===== src/rtl/core/dllce_pkg.sv =====
// Shared types, codes and constants of the linked list cursor engine.
`default_nettype none
package dllce_pkg;

  localparam int NODES_DEF = 64;

  localparam logic [3:0] FN_INS_FIRST  = 4'd0;
  localparam logic [3:0] FN_INS_LAST   = 4'd1;
  localparam logic [3:0] FN_FIRST      = 4'd2;
  localparam logic [3:0] FN_LAST       = 4'd3;
  localparam logic [3:0] FN_INS_AFTER  = 4'd4;
  localparam logic [3:0] FN_INS_BEFORE = 4'd5;
  localparam logic [3:0] FN_DEL_FIRST  = 4'd6;
  localparam logic [3:0] FN_DEL_LAST   = 4'd7;
  localparam logic [3:0] FN_DEL_AFTER  = 4'd8;
  localparam logic [3:0] FN_DEL_BEFORE = 4'd9;
  localparam logic [3:0] FN_GET_FIRST  = 4'd10;
  localparam logic [3:0] FN_GET_LAST   = 4'd11;
  localparam logic [3:0] FN_TOP_TERM   = 4'd12;
  localparam logic [3:0] FN_CLEAR      = 4'd13;

  localparam logic [1:0] ST_DONE = 2'd0;
  localparam logic [1:0] ST_NOP  = 2'd1;
  localparam logic [1:0] ST_ERR  = 2'd2;

  localparam logic [7:0] TERM_LOW   = 8'd36;
  localparam logic [7:0] TERM_HIGH  = 8'd47;
  localparam logic [7:0] TERM_EXTRA = 8'd105;

  typedef struct packed {
    logic [3:0] func;
    logic [7:0] data_in;
    logic       from_last;
  } in_t;

  typedef struct packed {
    logic [7:0] data_out;
    logic [1:0] status;
    logic       cursor_valid;
  } out_t;

  typedef enum logic [4:0] {
    OP_NOP,
    OP_LOAD,
    OP_ALLOC_RD,
    OP_TAKE_FREE,
    OP_TAKE_FRESH,
    OP_RD_CUR,
    OP_RD_HEAD,
    OP_RD_TAIL,
    OP_RD_X_NEXT,
    OP_RD_X_PREV,
    OP_INS_END,
    OP_INS_MID1,
    OP_INS_MID2,
    OP_DEL_FIRST,
    OP_DEL_LAST1,
    OP_DEL_MID1,
    OP_GIVE,
    OP_SET_CUR,
    OP_GET,
    OP_SRCH_INIT,
    OP_SRCH_RD,
    OP_SRCH_FOUND,
    OP_SRCH_STEP,
    OP_SRCH_FAIL,
    OP_CLEAR,
    OP_SET_NOP,
    OP_SET_ERR
  } dp_op_t;

  typedef struct packed {
    dp_op_t op;
  } dp_cmd_t;

  typedef struct packed {
    logic [3:0] func;
    logic       cur_ok;
    logic       head_ok;
    logic       tail_ok;
    logic       free_ok;
    logic       fresh_ok;
    logic       cur_is_head;
    logic       cur_is_tail;
    logic       rnext_ok;
    logic       rprev_ok;
    logic       rsym_term;
  } dp_stat_t;

  function automatic logic is_term(input logic [7:0] s);
    is_term = ((s >= TERM_LOW) && (s <= TERM_HIGH)) || (s == TERM_EXTRA);
  endfunction

endpackage
`default_nettype wire


===== src/rtl/core/dllce_dp.sv =====
// Datapath: node pool memories, list pointers and result registers.
`default_nettype none
module dllce_dp #(
  parameter int NODES = dllce_pkg::NODES_DEF
) (
  input  wire logic              clk,
  input  wire logic              rst_n,
  input  wire dllce_pkg::in_t    in_item,
  input  wire dllce_pkg::dp_cmd_t cmd,
  output dllce_pkg::dp_stat_t    stat,
  output dllce_pkg::out_t        out_item
);

  localparam int PW = $clog2(NODES + 1);
  localparam int AW = (NODES > 1) ? $clog2(NODES) : 1;
  localparam logic [PW-1:0] NIL = PW'(NODES);

  function automatic logic [PW-1:0] sat(input logic [PW-1:0] p);
    sat = (p < NIL) ? p : NIL;
  endfunction

  logic [7:0]    sym_mem [NODES];
  logic [PW-1:0] fwd_mem [NODES];
  logic [PW-1:0] bwd_mem [NODES];

  logic [PW-1:0] head_r, head_nxt, tail_r, tail_nxt, cur_r, cur_nxt;
  logic [PW-1:0] free_r, free_nxt, fresh_r, fresh_nxt;
  logic [PW-1:0] n_r, n_nxt, c_r, c_nxt, x_r, x_nxt;
  logic [3:0]    func_r, func_nxt;
  logic [7:0]    din_r, din_nxt;
  logic          fl_r, fl_nxt;
  logic [7:0]    dout_r, dout_nxt;
  logic [1:0]    stat_r, stat_nxt;

  logic [7:0]    rsym_r;
  logic [PW-1:0] rfwd_r, rbwd_r;
  logic          rd_en;
  logic [PW-1:0] rd_addr;

  logic          sym_we, fwd_we, bwd_we;
  logic [PW-1:0] sym_wa, fwd_wa, bwd_wa;
  logic [7:0]    sym_wd;
  logic [PW-1:0] fwd_wd, bwd_wd;

  logic [PW-1:0] rnext, rprev;

  assign rnext = sat(rfwd_r);
  assign rprev = sat(rbwd_r);

  always_comb begin
    head_nxt  = head_r;
    tail_nxt  = tail_r;
    cur_nxt   = cur_r;
    free_nxt  = free_r;
    fresh_nxt = fresh_r;
    n_nxt     = n_r;
    c_nxt     = c_r;
    x_nxt     = x_r;
    func_nxt  = func_r;
    din_nxt   = din_r;
    fl_nxt    = fl_r;
    dout_nxt  = dout_r;
    stat_nxt  = stat_r;
    rd_en     = 1'b0;
    rd_addr   = '0;
    sym_we    = 1'b0;
    sym_wa    = '0;
    sym_wd    = din_r;
    fwd_we    = 1'b0;
    fwd_wa    = '0;
    fwd_wd    = NIL;
    bwd_we    = 1'b0;
    bwd_wa    = '0;
    bwd_wd    = NIL;
    case (cmd.op)
      dllce_pkg::OP_LOAD: begin
        func_nxt = in_item.func;
        din_nxt  = in_item.data_in;
        fl_nxt   = in_item.from_last;
        dout_nxt = '0;
        stat_nxt = dllce_pkg::ST_DONE;
      end
      dllce_pkg::OP_ALLOC_RD: begin
        rd_en   = 1'b1;
        rd_addr = free_r;
      end
      dllce_pkg::OP_TAKE_FREE: begin
        n_nxt    = free_r;
        free_nxt = rnext;
      end
      dllce_pkg::OP_TAKE_FRESH: begin
        n_nxt     = fresh_r;
        fresh_nxt = fresh_r + PW'(1);
      end
      dllce_pkg::OP_RD_CUR: begin
        c_nxt   = cur_r;
        rd_en   = 1'b1;
        rd_addr = cur_r;
      end
      dllce_pkg::OP_RD_HEAD: begin
        x_nxt   = head_r;
        rd_en   = 1'b1;
        rd_addr = head_r;
      end
      dllce_pkg::OP_RD_TAIL: begin
        x_nxt   = tail_r;
        rd_en   = 1'b1;
        rd_addr = tail_r;
      end
      dllce_pkg::OP_RD_X_NEXT: begin
        x_nxt   = rnext;
        rd_en   = 1'b1;
        rd_addr = rnext;
      end
      dllce_pkg::OP_RD_X_PREV: begin
        x_nxt   = rprev;
        rd_en   = 1'b1;
        rd_addr = rprev;
      end
      dllce_pkg::OP_INS_END: begin
        // new node only; the neighbor link follows next cycle since each
        // array has a single write port
        sym_we = 1'b1;
        sym_wa = n_r;
        fwd_we = 1'b1;
        fwd_wa = n_r;
        bwd_we = 1'b1;
        bwd_wa = n_r;
        if (func_r == dllce_pkg::FN_INS_FIRST) begin
          fwd_wd = head_r;
          bwd_wd = NIL;
        end else begin
          fwd_wd = NIL;
          bwd_wd = tail_r;
        end
      end
      dllce_pkg::OP_INS_MID1: begin
        sym_we = 1'b1;
        sym_wa = n_r;
        fwd_we = 1'b1;
        fwd_wa = n_r;
        bwd_we = 1'b1;
        bwd_wa = n_r;
        if (func_r == dllce_pkg::FN_INS_AFTER) begin
          fwd_wd = rnext;
          bwd_wd = c_r;
        end else begin
          fwd_wd = c_r;
          bwd_wd = rprev;
        end
      end
      dllce_pkg::OP_INS_MID2: begin
        case (func_r)
          dllce_pkg::FN_INS_FIRST: begin
            if (head_r != NIL) begin
              bwd_we = 1'b1;
              bwd_wa = head_r;
              bwd_wd = n_r;
            end else begin
              tail_nxt = n_r;
            end
            head_nxt = n_r;
          end
          dllce_pkg::FN_INS_LAST: begin
            if (tail_r != NIL) begin
              fwd_we = 1'b1;
              fwd_wa = tail_r;
              fwd_wd = n_r;
            end else begin
              head_nxt = n_r;
            end
            tail_nxt = n_r;
          end
          dllce_pkg::FN_INS_AFTER: begin
            fwd_we = 1'b1;
            fwd_wa = c_r;
            fwd_wd = n_r;
            if (c_r == tail_r) begin
              tail_nxt = n_r;
            end else if (rnext != NIL) begin
              bwd_we = 1'b1;
              bwd_wa = rnext;
              bwd_wd = n_r;
            end
          end
          default: begin
            bwd_we = 1'b1;
            bwd_wa = c_r;
            bwd_wd = n_r;
            if (c_r == head_r) begin
              head_nxt = n_r;
            end else if (rprev != NIL) begin
              fwd_we = 1'b1;
              fwd_wa = rprev;
              fwd_wd = n_r;
            end
          end
        endcase
      end
      dllce_pkg::OP_DEL_FIRST: begin
        if (cur_r == x_r) cur_nxt = NIL;
        head_nxt = rnext;
        if (rnext != NIL) begin
          bwd_we = 1'b1;
          bwd_wa = rnext;
          bwd_wd = NIL;
        end else begin
          tail_nxt = NIL;
        end
        dout_nxt = rsym_r;
        fwd_we   = 1'b1;
        fwd_wa   = x_r;
        fwd_wd   = free_r;
        free_nxt = x_r;
      end
      dllce_pkg::OP_DEL_LAST1: begin
        if (cur_r == x_r) cur_nxt = NIL;
        tail_nxt = rprev;
        if (rprev != NIL) begin
          fwd_we = 1'b1;
          fwd_wa = rprev;
          fwd_wd = NIL;
        end else begin
          head_nxt = NIL;
        end
        dout_nxt = rsym_r;
      end
      dllce_pkg::OP_DEL_MID1: begin
        dout_nxt = rsym_r;
        if (func_r == dllce_pkg::FN_DEL_AFTER) begin
          fwd_we = 1'b1;
          fwd_wa = c_r;
          fwd_wd = rnext;
          if (x_r == tail_r) begin
            tail_nxt = c_r;
          end else if (rnext != NIL) begin
            bwd_we = 1'b1;
            bwd_wa = rnext;
            bwd_wd = c_r;
          end
        end else begin
          bwd_we = 1'b1;
          bwd_wa = c_r;
          bwd_wd = rprev;
          if (x_r == head_r) begin
            head_nxt = c_r;
          end else if (rprev != NIL) begin
            fwd_we = 1'b1;
            fwd_wa = rprev;
            fwd_wd = c_r;
          end
        end
      end
      dllce_pkg::OP_GIVE: begin
        fwd_we   = 1'b1;
        fwd_wa   = x_r;
        fwd_wd   = free_r;
        free_nxt = x_r;
      end
      dllce_pkg::OP_SET_CUR: begin
        cur_nxt = (func_r == dllce_pkg::FN_FIRST) ? head_r : tail_r;
        if (cur_nxt == NIL) stat_nxt = dllce_pkg::ST_NOP;
      end
      dllce_pkg::OP_GET: begin
        dout_nxt = rsym_r;
      end
      dllce_pkg::OP_SRCH_INIT: begin
        if (fl_r) cur_nxt = tail_r;
      end
      dllce_pkg::OP_SRCH_RD: begin
        rd_en   = 1'b1;
        rd_addr = cur_r;
      end
      dllce_pkg::OP_SRCH_FOUND: begin
        dout_nxt = rsym_r;
        stat_nxt = dllce_pkg::ST_DONE;
      end
      dllce_pkg::OP_SRCH_STEP: begin
        cur_nxt = rprev;
      end
      dllce_pkg::OP_SRCH_FAIL: begin
        cur_nxt  = NIL;
        stat_nxt = dllce_pkg::ST_NOP;
      end
      dllce_pkg::OP_CLEAR: begin
        head_nxt  = NIL;
        tail_nxt  = NIL;
        cur_nxt   = NIL;
        free_nxt  = NIL;
        fresh_nxt = '0;
      end
      dllce_pkg::OP_SET_NOP: stat_nxt = dllce_pkg::ST_NOP;
      dllce_pkg::OP_SET_ERR: stat_nxt = dllce_pkg::ST_ERR;
      default: ;
    endcase
  end

  always_ff @(posedge clk) begin
    if (!rst_n) begin
      head_r  <= NIL;
      tail_r  <= NIL;
      cur_r   <= NIL;
      free_r  <= NIL;
      fresh_r <= '0;
    end else begin
      head_r  <= head_nxt;
      tail_r  <= tail_nxt;
      cur_r   <= cur_nxt;
      free_r  <= free_nxt;
      fresh_r <= fresh_nxt;
    end
  end

  always_ff @(posedge clk) begin
    n_r    <= n_nxt;
    c_r    <= c_nxt;
    x_r    <= x_nxt;
    func_r <= func_nxt;
    din_r  <= din_nxt;
    fl_r   <= fl_nxt;
    dout_r <= dout_nxt;
    stat_r <= stat_nxt;
  end

  // node pool: one write per array, one shared read address, registered data
  always_ff @(posedge clk) begin
    if (sym_we) sym_mem[sym_wa[AW-1:0]] <= sym_wd;
    if (fwd_we) fwd_mem[fwd_wa[AW-1:0]] <= fwd_wd;
    if (bwd_we) bwd_mem[bwd_wa[AW-1:0]] <= bwd_wd;
    if (rd_en) begin
      rsym_r <= sym_mem[rd_addr[AW-1:0]];
      rfwd_r <= fwd_mem[rd_addr[AW-1:0]];
      rbwd_r <= bwd_mem[rd_addr[AW-1:0]];
    end
  end

  assign stat.func        = func_r;
  assign stat.cur_ok      = (cur_r != NIL);
  assign stat.head_ok     = (head_r != NIL);
  assign stat.tail_ok     = (tail_r != NIL);
  assign stat.free_ok     = (free_r != NIL);
  assign stat.fresh_ok    = (fresh_r < NIL);
  assign stat.cur_is_head = (cur_r == head_r);
  assign stat.cur_is_tail = (cur_r == tail_r);
  assign stat.rnext_ok    = (rnext != NIL);
  assign stat.rprev_ok    = (rprev != NIL);
  assign stat.rsym_term   = dllce_pkg::is_term(rsym_r);

  assign out_item.data_out     = dout_r;
  assign out_item.status       = stat_r;
  assign out_item.cursor_valid = (cur_r != NIL);

endmodule
`default_nettype wire


===== src/rtl/core/dllce_ctrl.sv =====
// Controller: sequences each request into datapath steps.
`default_nettype none
module dllce_ctrl (
  input  wire logic               clk,
  input  wire logic               rst_n,
  input  wire logic               start,
  input  wire dllce_pkg::dp_stat_t stat,
  output logic                    busy,
  output logic                    out_valid,
  output dllce_pkg::dp_cmd_t      cmd
);

  typedef enum logic [11:0] {
    S_IDLE     = 12'b0000_0000_0001,
    S_DISP     = 12'b0000_0000_0010,
    S_ALLOC_W  = 12'b0000_0000_0100,
    S_RDC      = 12'b0000_0000_1000,
    S_INS_E    = 12'b0000_0001_0000,
    S_RD_W1    = 12'b0000_0010_0000,
    S_INS_M2   = 12'b0000_0100_0000,
    S_RD_W2    = 12'b0000_1000_0000,
    S_GIVE     = 12'b0001_0000_0000,
    S_SRCH_CHK = 12'b0010_0000_0000,
    S_SRCH_W   = 12'b0100_0000_0000,
    S_FIN      = 12'b1000_0000_0000
  } state_t;

  state_t state_r, state_nxt;

  always_comb begin
    state_nxt = state_r;
    cmd.op    = dllce_pkg::OP_NOP;
    case (state_r)
      S_IDLE: begin
        if (start) begin
          cmd.op    = dllce_pkg::OP_LOAD;
          state_nxt = S_DISP;
        end
      end
      S_DISP: begin
        state_nxt = S_FIN;
        case (stat.func)
          dllce_pkg::FN_INS_FIRST, dllce_pkg::FN_INS_LAST,
          dllce_pkg::FN_INS_AFTER, dllce_pkg::FN_INS_BEFORE: begin
            if ((stat.func == dllce_pkg::FN_INS_AFTER ||
                 stat.func == dllce_pkg::FN_INS_BEFORE) && !stat.cur_ok) begin
              cmd.op = dllce_pkg::OP_SET_NOP;
            end else if (stat.free_ok) begin
              cmd.op    = dllce_pkg::OP_ALLOC_RD;
              state_nxt = S_ALLOC_W;
            end else if (stat.fresh_ok) begin
              cmd.op    = dllce_pkg::OP_TAKE_FRESH;
              state_nxt = (stat.func == dllce_pkg::FN_INS_FIRST ||
                           stat.func == dllce_pkg::FN_INS_LAST) ? S_INS_E : S_RDC;
            end else begin
              cmd.op = dllce_pkg::OP_SET_ERR;
            end
          end
          dllce_pkg::FN_FIRST, dllce_pkg::FN_LAST: cmd.op = dllce_pkg::OP_SET_CUR;
          dllce_pkg::FN_DEL_FIRST: begin
            if (stat.head_ok) begin
              cmd.op    = dllce_pkg::OP_RD_HEAD;
              state_nxt = S_RD_W1;
            end else begin
              cmd.op = dllce_pkg::OP_SET_NOP;
            end
          end
          dllce_pkg::FN_DEL_LAST: begin
            if (stat.tail_ok) begin
              cmd.op    = dllce_pkg::OP_RD_TAIL;
              state_nxt = S_RD_W1;
            end else begin
              cmd.op = dllce_pkg::OP_SET_NOP;
            end
          end
          dllce_pkg::FN_DEL_AFTER: begin
            if (!stat.cur_ok || stat.cur_is_tail) begin
              cmd.op = dllce_pkg::OP_SET_NOP;
            end else begin
              cmd.op    = dllce_pkg::OP_RD_CUR;
              state_nxt = S_RD_W1;
            end
          end
          dllce_pkg::FN_DEL_BEFORE: begin
            if (!stat.cur_ok || stat.cur_is_head) begin
              cmd.op = dllce_pkg::OP_SET_NOP;
            end else begin
              cmd.op    = dllce_pkg::OP_RD_CUR;
              state_nxt = S_RD_W1;
            end
          end
          dllce_pkg::FN_GET_FIRST: begin
            if (stat.head_ok) begin
              cmd.op    = dllce_pkg::OP_RD_HEAD;
              state_nxt = S_RD_W1;
            end else begin
              cmd.op = dllce_pkg::OP_SET_ERR;
            end
          end
          dllce_pkg::FN_GET_LAST: begin
            if (stat.tail_ok) begin
              cmd.op    = dllce_pkg::OP_RD_TAIL;
              state_nxt = S_RD_W1;
            end else begin
              cmd.op = dllce_pkg::OP_SET_ERR;
            end
          end
          dllce_pkg::FN_TOP_TERM: begin
            if (stat.tail_ok) begin
              cmd.op    = dllce_pkg::OP_SRCH_INIT;
              state_nxt = S_SRCH_CHK;
            end else begin
              cmd.op = dllce_pkg::OP_SET_NOP;
            end
          end
          dllce_pkg::FN_CLEAR: cmd.op = dllce_pkg::OP_CLEAR;
          default: cmd.op = dllce_pkg::OP_SET_NOP;
        endcase
      end
      S_ALLOC_W: begin
        cmd.op    = dllce_pkg::OP_TAKE_FREE;
        state_nxt = (stat.func == dllce_pkg::FN_INS_FIRST ||
                     stat.func == dllce_pkg::FN_INS_LAST) ? S_INS_E : S_RDC;
      end
      S_RDC: begin
        cmd.op    = dllce_pkg::OP_RD_CUR;
        state_nxt = S_RD_W1;
      end
      S_INS_E: begin
        cmd.op    = dllce_pkg::OP_INS_END;
        state_nxt = S_INS_M2;
      end
      S_RD_W1: begin
        state_nxt = S_FIN;
        case (stat.func)
          dllce_pkg::FN_INS_AFTER, dllce_pkg::FN_INS_BEFORE: begin
            cmd.op    = dllce_pkg::OP_INS_MID1;
            state_nxt = S_INS_M2;
          end
          dllce_pkg::FN_DEL_FIRST: cmd.op = dllce_pkg::OP_DEL_FIRST;
          dllce_pkg::FN_DEL_LAST: begin
            cmd.op    = dllce_pkg::OP_DEL_LAST1;
            state_nxt = S_GIVE;
          end
          dllce_pkg::FN_DEL_AFTER: begin
            if (stat.rnext_ok) begin
              cmd.op    = dllce_pkg::OP_RD_X_NEXT;
              state_nxt = S_RD_W2;
            end else begin
              cmd.op = dllce_pkg::OP_SET_NOP;
            end
          end
          dllce_pkg::FN_DEL_BEFORE: begin
            if (stat.rprev_ok) begin
              cmd.op    = dllce_pkg::OP_RD_X_PREV;
              state_nxt = S_RD_W2;
            end else begin
              cmd.op = dllce_pkg::OP_SET_NOP;
            end
          end
          default: cmd.op = dllce_pkg::OP_GET;
        endcase
      end
      S_INS_M2: begin
        cmd.op    = dllce_pkg::OP_INS_MID2;
        state_nxt = S_FIN;
      end
      S_RD_W2: begin
        cmd.op    = dllce_pkg::OP_DEL_MID1;
        state_nxt = S_GIVE;
      end
      S_GIVE: begin
        cmd.op    = dllce_pkg::OP_GIVE;
        state_nxt = S_FIN;
      end
      S_SRCH_CHK: begin
        if (stat.cur_ok) begin
          cmd.op    = dllce_pkg::OP_SRCH_RD;
          state_nxt = S_SRCH_W;
        end else begin
          cmd.op    = dllce_pkg::OP_SRCH_FAIL;
          state_nxt = S_FIN;
        end
      end
      S_SRCH_W: begin
        if (stat.rsym_term) begin
          cmd.op    = dllce_pkg::OP_SRCH_FOUND;
          state_nxt = S_FIN;
        end else begin
          cmd.op    = dllce_pkg::OP_SRCH_STEP;
          state_nxt = S_SRCH_CHK;
        end
      end
      S_FIN: state_nxt = S_IDLE;
      default: state_nxt = S_IDLE;
    endcase
  end

  always_ff @(posedge clk) begin
    if (!rst_n) begin
      state_r <= S_IDLE;
    end else begin
      state_r <= state_nxt;
    end
  end

  assign busy      = (state_r != S_IDLE);
  assign out_valid = (state_r == S_FIN);

endmodule
`default_nettype wire


===== src/rtl/core/doubly_linked_list_cursor_engine.sv =====
// Top level: linked list cursor engine, controller plus datapath.
// Sequencing: each request walks its function's controller steps from the
//   accepting edge to the result strobe; the top-terminal search tests one
//   node at a time, walking back, until a hit or a miss. The single shared read
//   port of the node pool (read then write per pointer update, one write per
//   array per cycle) sets the steps. One transaction at a time: busy stays
//   high through the strobe cycle; the next accept can come in the cycle after.
// Reset: synchronous active-low rst_n empties the list; pool contents stay.
`default_nettype none
module doubly_linked_list_cursor_engine #(
  parameter int NODES = dllce_pkg::NODES_DEF
) (
  input  wire logic           clk,
  input  wire logic           rst_n,
  input  wire logic           start,
  output logic                busy,
  input  wire dllce_pkg::in_t in_item,
  output logic                out_valid,
  output dllce_pkg::out_t     out_item
);

  // command / status link between sequencer and datapath
  dllce_pkg::dp_cmd_t  cmd;
  dllce_pkg::dp_stat_t stat;

  // controller: decodes the func code, walks the micro-steps of each
  // transaction and raises out_valid for one cycle at the end
  dllce_ctrl u_ctrl (
    .clk       (clk),
    .rst_n     (rst_n),
    .start     (start),
    .stat      (stat),
    .busy      (busy),
    .out_valid (out_valid),
    .cmd       (cmd)
  );

  // datapath: node pool (symbol, forward and back link arrays), head, tail,
  // cursor, free chain and fresh count, plus the result registers
  dllce_dp #(
    .NODES (NODES)
  ) u_dp (
    .clk      (clk),
    .rst_n    (rst_n),
    .in_item  (in_item),
    .cmd      (cmd),
    .stat     (stat),
    .out_item (out_item)
  );

endmodule
`default_nettype wire


===== config.mk =====
export PLATFORM = sky130hd
export DESIGN_NAME = doubly_linked_list_cursor_engine
export DESIGN_NICKNAME = d
export VERILOG_FILES = /design/src/rtl/core/dllce_pkg.sv /design/src/rtl/core/dllce_dp.sv /design/src/rtl/core/dllce_ctrl.sv /design/src/rtl/core/doubly_linked_list_cursor_engine.sv
export SDC_FILE = /design/constraint.sdc
export NUM_CORES = 2
export LEC_CHECK = 0
export BUFFER_PORTS_ARGS = -buffer_cell sky130_fd_sc_hd__buf_2
export CAP_MARGIN = 20
export CELL_PAD_IN_SITES_DETAIL_PLACEMENT = 1
export CELL_PAD_IN_SITES_GLOBAL_PLACEMENT = 2
export CORE_MARGIN = 2
export CORE_UTILIZATION = 46
export DETAILED_ROUTE_END_ITERATION = 10
export PLACE_DENSITY = 0.87
export SYNTH_ARGS = -nofsm -noshare
export SYNTH_HDL_FRONTEND = slang
export SYNTH_SLANG_ARGS = --single-unit

===== constraint.sdc =====
create_clock -name clk -period 9.4 [get_ports clk]
set_clock_uncertainty 0.05 [all_clocks]
set_input_delay 1.88 -clock clk [delete_from_list [all_inputs] [get_ports clk]]
set_output_delay 1.88 -clock clk [all_outputs]
set_load 0.005 [all_outputs]

Yosys cells after proc, flatten, opt, wreduce, memory -nomap -nowiden
Memory sizes are Yosys's and may differ from the RTL's. A register that Yosys moved wholly into a read port is not among the register bits.
Index checks and enable logic that the tools add are counted.
{ "totals": {"regBits": 91, "ramBits": 1408, "memories": 3} }
{ "op_classes": {"reduce_logical": 37, "eq_ne": 83, "order_cmp": 5, "n_addsub": 1, "mux": 120} }
{ "mem_list": {"columns": ["memory", "depth", "word_bits", "rd", "rd_ports_with_merged_regs", "write_ports", "line_no", "rtl"], "rows": [
  ["u_dp.sym_mem", 64, 8, 1, 1, 1, "dllce_dp.sv:22", "logic [7:0] sym_mem [NODES];"],
  ["u_dp.bwd_mem", 64, 7, 1, 1, 1, "dllce_dp.sv:24", "logic [PW-1:0] bwd_mem [NODES];"],
  ["u_dp.fwd_mem", 64, 7, 1, 1, 1, "dllce_dp.sv:23", "logic [PW-1:0] fwd_mem [NODES];"]
]} }
{ "op_table": {"columns": ["cell", "n"], "rows": [
  ["two-way mux 7 bit", 31],
  ["two-way mux 12 bit", 13],
  ["one-hot mux 7 bit (5 select lines)", 4],
  ["one-hot mux 12 bit (10 select lines)", 1],
  ["one-hot mux 7 bit (3 select lines)", 5],
  ["one-hot mux 12 bit (6 select lines)", 1],
  ["two-way mux 6 bit", 11],
  ["two-way mux 5 bit", 12],
  ["one-hot mux 7 bit (4 select lines)", 2],
  ["== test 5 bit, second input constant", 11],
  ["one-hot mux 5 bit (11 select lines)", 1],
  ["one-hot mux 5 bit (10 select lines)", 1],
  ["== test 7 bit", 7],
  ["one-hot mux 12 bit (4 select lines)", 1],
  ["inequality test 7 bit, second input constant", 6],
  ["== test 5 x 4 -> 1 bit, second input constant", 8],
  ["one-hot mux 6 bit (3 select lines)", 2],
  ["one-hot mux 6 bit (6 select lines)", 1],
  ["one-hot mux 6 bit (5 select lines)", 1],
  ["one-hot mux 7 bit (2 select lines)", 2],
  ["one-hot mux 5 bit (5 select lines)", 1],
  ["== test 4 bit, second input constant", 6],
  ["one-hot mux 6 bit (4 select lines)", 1],
  ["OR reduction 2 bit", 12],
  ["52 further kinds", 105]
]} }

Longest topological paths before layout
{ "depth": {"depth_word": 11, "depth_mapped": 21, "mapped_depth_nobuf": 14} }

Hierarchy
Synthesis repeated with hierarchy kept, for this count alone.
{ "unflattened": {"cells_unflattened": 5032, "area_unflattened_um2": 64349.2} }
{ "by_module_without_submodules": {"columns": ["mod", "area_per_inst_um2", "cells_each", "n_inst", "seq_area_each_um2"], "rows": [
  ["dllce_dp", 63038.0, 4845, 1, 44963.1],
  ["dllce_ctrl", 1311.3, 187, 1, 240.2]
]} }

Least setup slack after synthesis
Ideal clock, no wire load.
{ "synth_timing": {"path_type": "input to register", "startpoint": "input port start", "endpoint": "memory u_dp.bwd_mem[0][3] (netlist bit) (data pin)", "path_slack_ns": 2.148, "cell_stages": 6, "setup_time_ns": 0.905, "t_arrival_ns": 6.297, "path_cell_list": "and3_1 > o21ai_1 > nand4_1 > nor2_1 > clkbuf_1 > o41ai_1"} }
{ "synth_via": {"elab_chain_cells": 4} }
{ "synth_rtl": {"columns": ["item", "line_no", "rtl"], "rows": [
  ["from (decl)", "doubly_linked_list_cursor_engine.sv:15", "input wire logic start,"],
  ["two-way mux 1 bit (*)", "dllce_ctrl.sv:35", "if (start) begin"],
  ["one-hot mux 5 bit (11 select lines) (*)", "dllce_ctrl.sv:33", "case (state_r)"],
  ["== test 5 x 4 -> 1 bit", "dllce_dp.sv:75", "case (cmd.op)"],
  ["one-hot mux 7 bit (4 select lines) (*)", "dllce_dp.sv:75", null],
  ["named net u_dp.bwd_wd[3]", "dllce_dp.sv:43", "logic [PW-1:0] fwd_wd, bwd_wd;"],
  ["to (decl)", "dllce_dp.sv:24", null]
]} }
Mark *: on every way through the listed nets, which the timed path passes. The rest lies on a longest branch.

Final worst setup path
{ "layout_timing": {"startpoint": "register u_dp.tail_r[6]", "endpoint": "register u_dp.rbwd_r[6], read port of u_dp.bwd_mem (data pin)"} }
{ "layout_via": {"elab_chain_cells": 8} }
{ "layout_rtl": {"columns": ["item", "line_no", "rtl"], "rows": [
  ["from (decl)", "dllce_dp.sv:26", "logic [PW-1:0] head_r, head_nxt, tail_r, tail_nxt, cur_r, cur_nxt;"],
  ["from (signal assigned)", "dllce_dp.sv:307", "tail_r <= tail_nxt;"],
  ["== test 7 bit", "dllce_dp.sv:344", "assign stat.cur_is_tail = (cur_r == tail_r);"],
  ["logical OR 1 bit", "dllce_ctrl.sv:77", "if (!stat.cur_ok || stat.cur_is_tail) begin"],
  ["two-way mux 5 bit", "dllce_ctrl.sv:77", null],
  ["one-hot mux 5 bit (10 select lines) (*)", "dllce_ctrl.sv:42", "case (stat.func)"],
  ["one-hot mux 5 bit (11 select lines) (*)", "dllce_ctrl.sv:33", null],
  ["== test 5 x 3 -> 1 bit (tied with other cells)", "dllce_dp.sv:75", null],
  ["OR reduction 2 bit (no line) or OR reduction 7 bit (tied branches)", null, null],
  ["one-hot mux 6 bit (6 select lines) or two-way mux 1 bit (tied branches)", "dllce_dp.sv:75", null],
  ["to (decl)", "dllce_dp.sv:36", "logic [PW-1:0] rfwd_r, rbwd_r;"]
]} }
Every way passes the cells marked *; elsewhere a longest branch is shown, timed or not.
A chain may end at the register's enable or synchronous reset.

==> reports/qor.csv <==
stage,metric,value,unit
place,input/output buffers,28,
synth,synthesized instance count,4824,
synth,Async SR Flop Fraction,0,%
cts,Sinks on Clock Net,1521,
cells_and_area,ratio of cells with drive above 1 in the final layout,9.52,%
floorplanning,die span in y,383,µm
synth,Cell variety after synth,95,
synth,Mapped Area,66200,µm²
drt,Vias,44200,
critical_path,"Max FO, Critical Path",81,
cells_and_area,area added between synthesis and finish,10.7,%
critical_path,crit path DAT,8560,ps
critical_path,Setup CP Type,flop to flop,
synth,number of enable flip-flop cells after synthesis,1474,
floorplanning,I/O pin count,29,
hold_path,worst hold path type,flop to flop,
floorplanning,CORE AREA,143000,µm²
timing,Fin. Hold Viols,0,
synth,syn avg cell area,13.7,µm²
global_routing,global-route wire length before repair,312000,µm
global_routing,Total GRT Usage,28.7,%
drt,Initial DRC Count,5400,
global_routing,initial antenna violation count,9,
drt,DRC,0,
place,Post-Place Worst Slack,1830,ps
floorplanning,Std-Cell Rows,139,
power,Clock Power Share,44.0,%
cells_and_area,Non-Filler Instances,6819,
place,placed cell count,6521,
power,internal power,10.9,mW
timing,Least-Margin Pin Slew,1130,ps
cts,CTS Buf Count,159,
cells_and_area,Fillers,14000,
synth,Synth area leader,edfxtp_1,
cts,Hold Buf Count CTS,0,
cts,CTS tree,built,
synth,Synth top area share,66.8,%
drt,Avg Vias per Cell,6.49,
synth,Post-Syn Nets,4841,
status,status,"finished, final reports clean",
cts,CTS root buffer,clkbuf_16,
floorplanning,die width,383,µm
cts,Clock Latency Late Sink,840,ps
drt,Initial DRT Pass Iterations,8,
cells_and_area,most frequent cells in the layout,"1474 x edfxtp_1, 493 x nand2_1, 474 x mux2i_1",
power,Final Power,13.9,mW
power,Psw,3.02,mW
power,pwr dens,190,nW/µm²
drt,Antenna Violating Nets Remaining,0,
drt,routed wire length,214000,µm
cells_and_area,"most common cell after layout, fill and taps aside",edfxtp_1,
cts,htree depth,4,
place,HPWL after detailed placement,134000,µm
synth,synthesized flop and latch total,1521,
timing,post-layout minimum cycle time,7920,ps
synth,sequential share of the synthesized area,68.2,%
cts,number of setup buffers added after CTS,0,
cells_and_area,nets,4797,
floorplanning,die area,147000,µm²
timing,Max Clock Freq,126,MHz
timing,final max-slew violation count,0,
synth,Synth area leaders,"edfxtp_1 67%, mux2i_1 7.2%, a211oi_1 3.4%, nand2_1 2.8%, nor2_1 2.2%",
floorplanning,Starting Density,46.2,%
critical_path,nature of the critical path endpoint,flop,
synth,synthesis warning total,0,
timing,hold slack,499,ps
global_routing,largest net degree at the start of global routing,137,
global_routing,GRT Residual Overflow,0,
power,Lkg Pwr,24.5,nW
critical_path,CP required,10040,ps
power,Max VDD drop,142,µV
place,gpl congestion,0.982,
drt,Avg WL per Cell,31.4,µm
cts,Worst-path clk slew,80,ps
critical_path,CP Launch Type,flop,
synth,main flop type after synthesis,edfxtp_1,
power,Switching Share,21.7,%
timing,RSZ-0062 raised after global routing,false,
timing,final worst setup slack,1480,ps
timing,Fin Setup TNS,0,ps
timing,# setup viols final,0,
timing,slew margin rel.,24.1,%
cts,CTS Buffer Depth,3,
global_routing,vias in the first global route,45100,
power,Gate power share,2.5,%
cts,PostCTS Resize Cnt,0,
run,Max-cap violations,0,
power,sequential share of power,53.5,%
timing,Final period util,84.3,%
-- final cells by class --
cell class	instances	area (µm²)	area share, %
Clock buffer	197	4190	5.71
Inverter	17	63.8	0.0870
Multi-Input combinational cell	2934	19400	26.5
Timing Repair Buffer	147	1220	1.67
Antenna cell	1	2.50	0.00341
Sequential cell	1521	45200	61.7
Tap cell	1903	2380	3.25
Clock inverter	99	857	1.17
-- power groups by stage --
stage	sequential, mW	clock [mW]	combinational (mW)
2_1_floorplan	7.60	0	0.170
3_3_place_gp	7.59	0	0.332
3_5_place_dp	7.59	0	0.340
4_1_cts	7.45	6.19	0.342
5_1_grt	7.45	6.43	0.367
6_report	7.45	6.13	0.350
-- final timing paths --
kind	cells after the start	endpoint	from	slack [ps]
worst min register to register	2	u_dp.fresh_r[6]$_SDFFE_PN0P_	u_dp.fresh_r[6]$_SDFFE_PN0P_	500
worst max register to register	14	u_dp.rbwd_r[6]$_DFFE_PP_	u_dp.tail_r[6]$_SDFFE_PN1P_	1480
worst min-delay path	2	u_dp.fresh_r[6]$_SDFFE_PN0P_	u_dp.fresh_r[6]$_SDFFE_PN0P_	500
worst max-delay path	14	u_dp.rbwd_r[6]$_DFFE_PP_	u_dp.tail_r[6]$_SDFFE_PN1P_	1480
-- flip-flops by register name, indices dropped and copies added, names as in the netlist, 8 cells and up --
signal          flops
u_dp.sym_mem      512
u_ctrl.state_r     12
u_dp.bwd_mem      448
u_dp.rsym_r         8
u_dp.fwd_mem      448
u_dp.dout_r         8
u_dp.din_r          8
-- per-stage QoR --
stage / utilization [%] / instance area (µm²)
floorplan: - / 66200
global route: 51.2 / 73300
global placement: 47.6 / 68200
finish: 51.2 / 73300
CTS: 51.2 / 73300
detailed placement: 47.6 / 68300
-- critical path, cell delays in order (launching register included) --
cell and delay [ps]:
dfxtp_1 710, nor3b_1 900, nand2_1 370, a32oi_1 380
a21oi_1 250, or4_1 760, mux2i_4 370, nand3_4 600
nand3_4 720, buf_12 390, a211oi_1 160, a2111oi_0 640
a211oi_1 180, a211oi_1 930, and3_1 280
-- layer usage --
| layer | part of all wire (%) | wire (µm) | global-route usage (%) | vias up |
|---|---|---|---|---|
| met4 | 4.2 | 8990 | 11.3 | 8 |
| met5 | 0.037 | 80 | 0 | - |
| li1 | - | - | - | 18700 |
| met1 | 40 | 85900 | 38.9 | 22700 |
| met3 | 9.2 | 19700 | 6.47 | 511 |
| met2 | 47 | 99600 | 45.2 | 2306 |
-- Yosys cell counts (13+ instances only) --
library cell and number:
a21o_1 14, a211o_1 23, nand3_1 253, a31oi_1 54
a2111oi_0 18, a222oi_1 22, buf_4 40, nand4_1 31
nand2b_1 13, xor2_1 20, nor4_1 21, nand2_1 497
o21ai_0 137, o211a_1 17, and3_1 37, nor3_1 36
a211oi_1 304, nor2_1 384, buf_6 17, and2_1 13
a22oi_1 20, clkbuf_1 155, a32oi_1 33, nor2b_1 36
buf_2 128, and4_1 138, a21oi_1 73, dfxtp_1 47
o211ai_1 15, mux2i_1 474, a31o_1 13, inv_1 17
edfxtp_1 1474, xnor2_1 41, mux2_2 18
-- logic make-up (layout without fill, tap and decap cells) --
| group | count (synthesis) | count (layout) | share of synthesized area, % |
|---|---|---|---|
| buffers and inverters | 369 | 460 | 2.75 |
| adder cells (fa/ha/maj) | 1 | 1 | 0.0189 |
| XOR/XNOR | 61 | 61 | 0.807 |
| other | 0 | 1 | 0 |
| multiplexers | 495 | 495 | 7.54 |
| flip-flops | 1521 | 1521 | 68.2 |
| AO/OA/AOI/OAI | 853 | 853 | 9.34 |
| AND/OR/NAND/NOR | 1524 | 1524 | 11.3 |
Note: power is estimated with default switching activity, not from simulation.
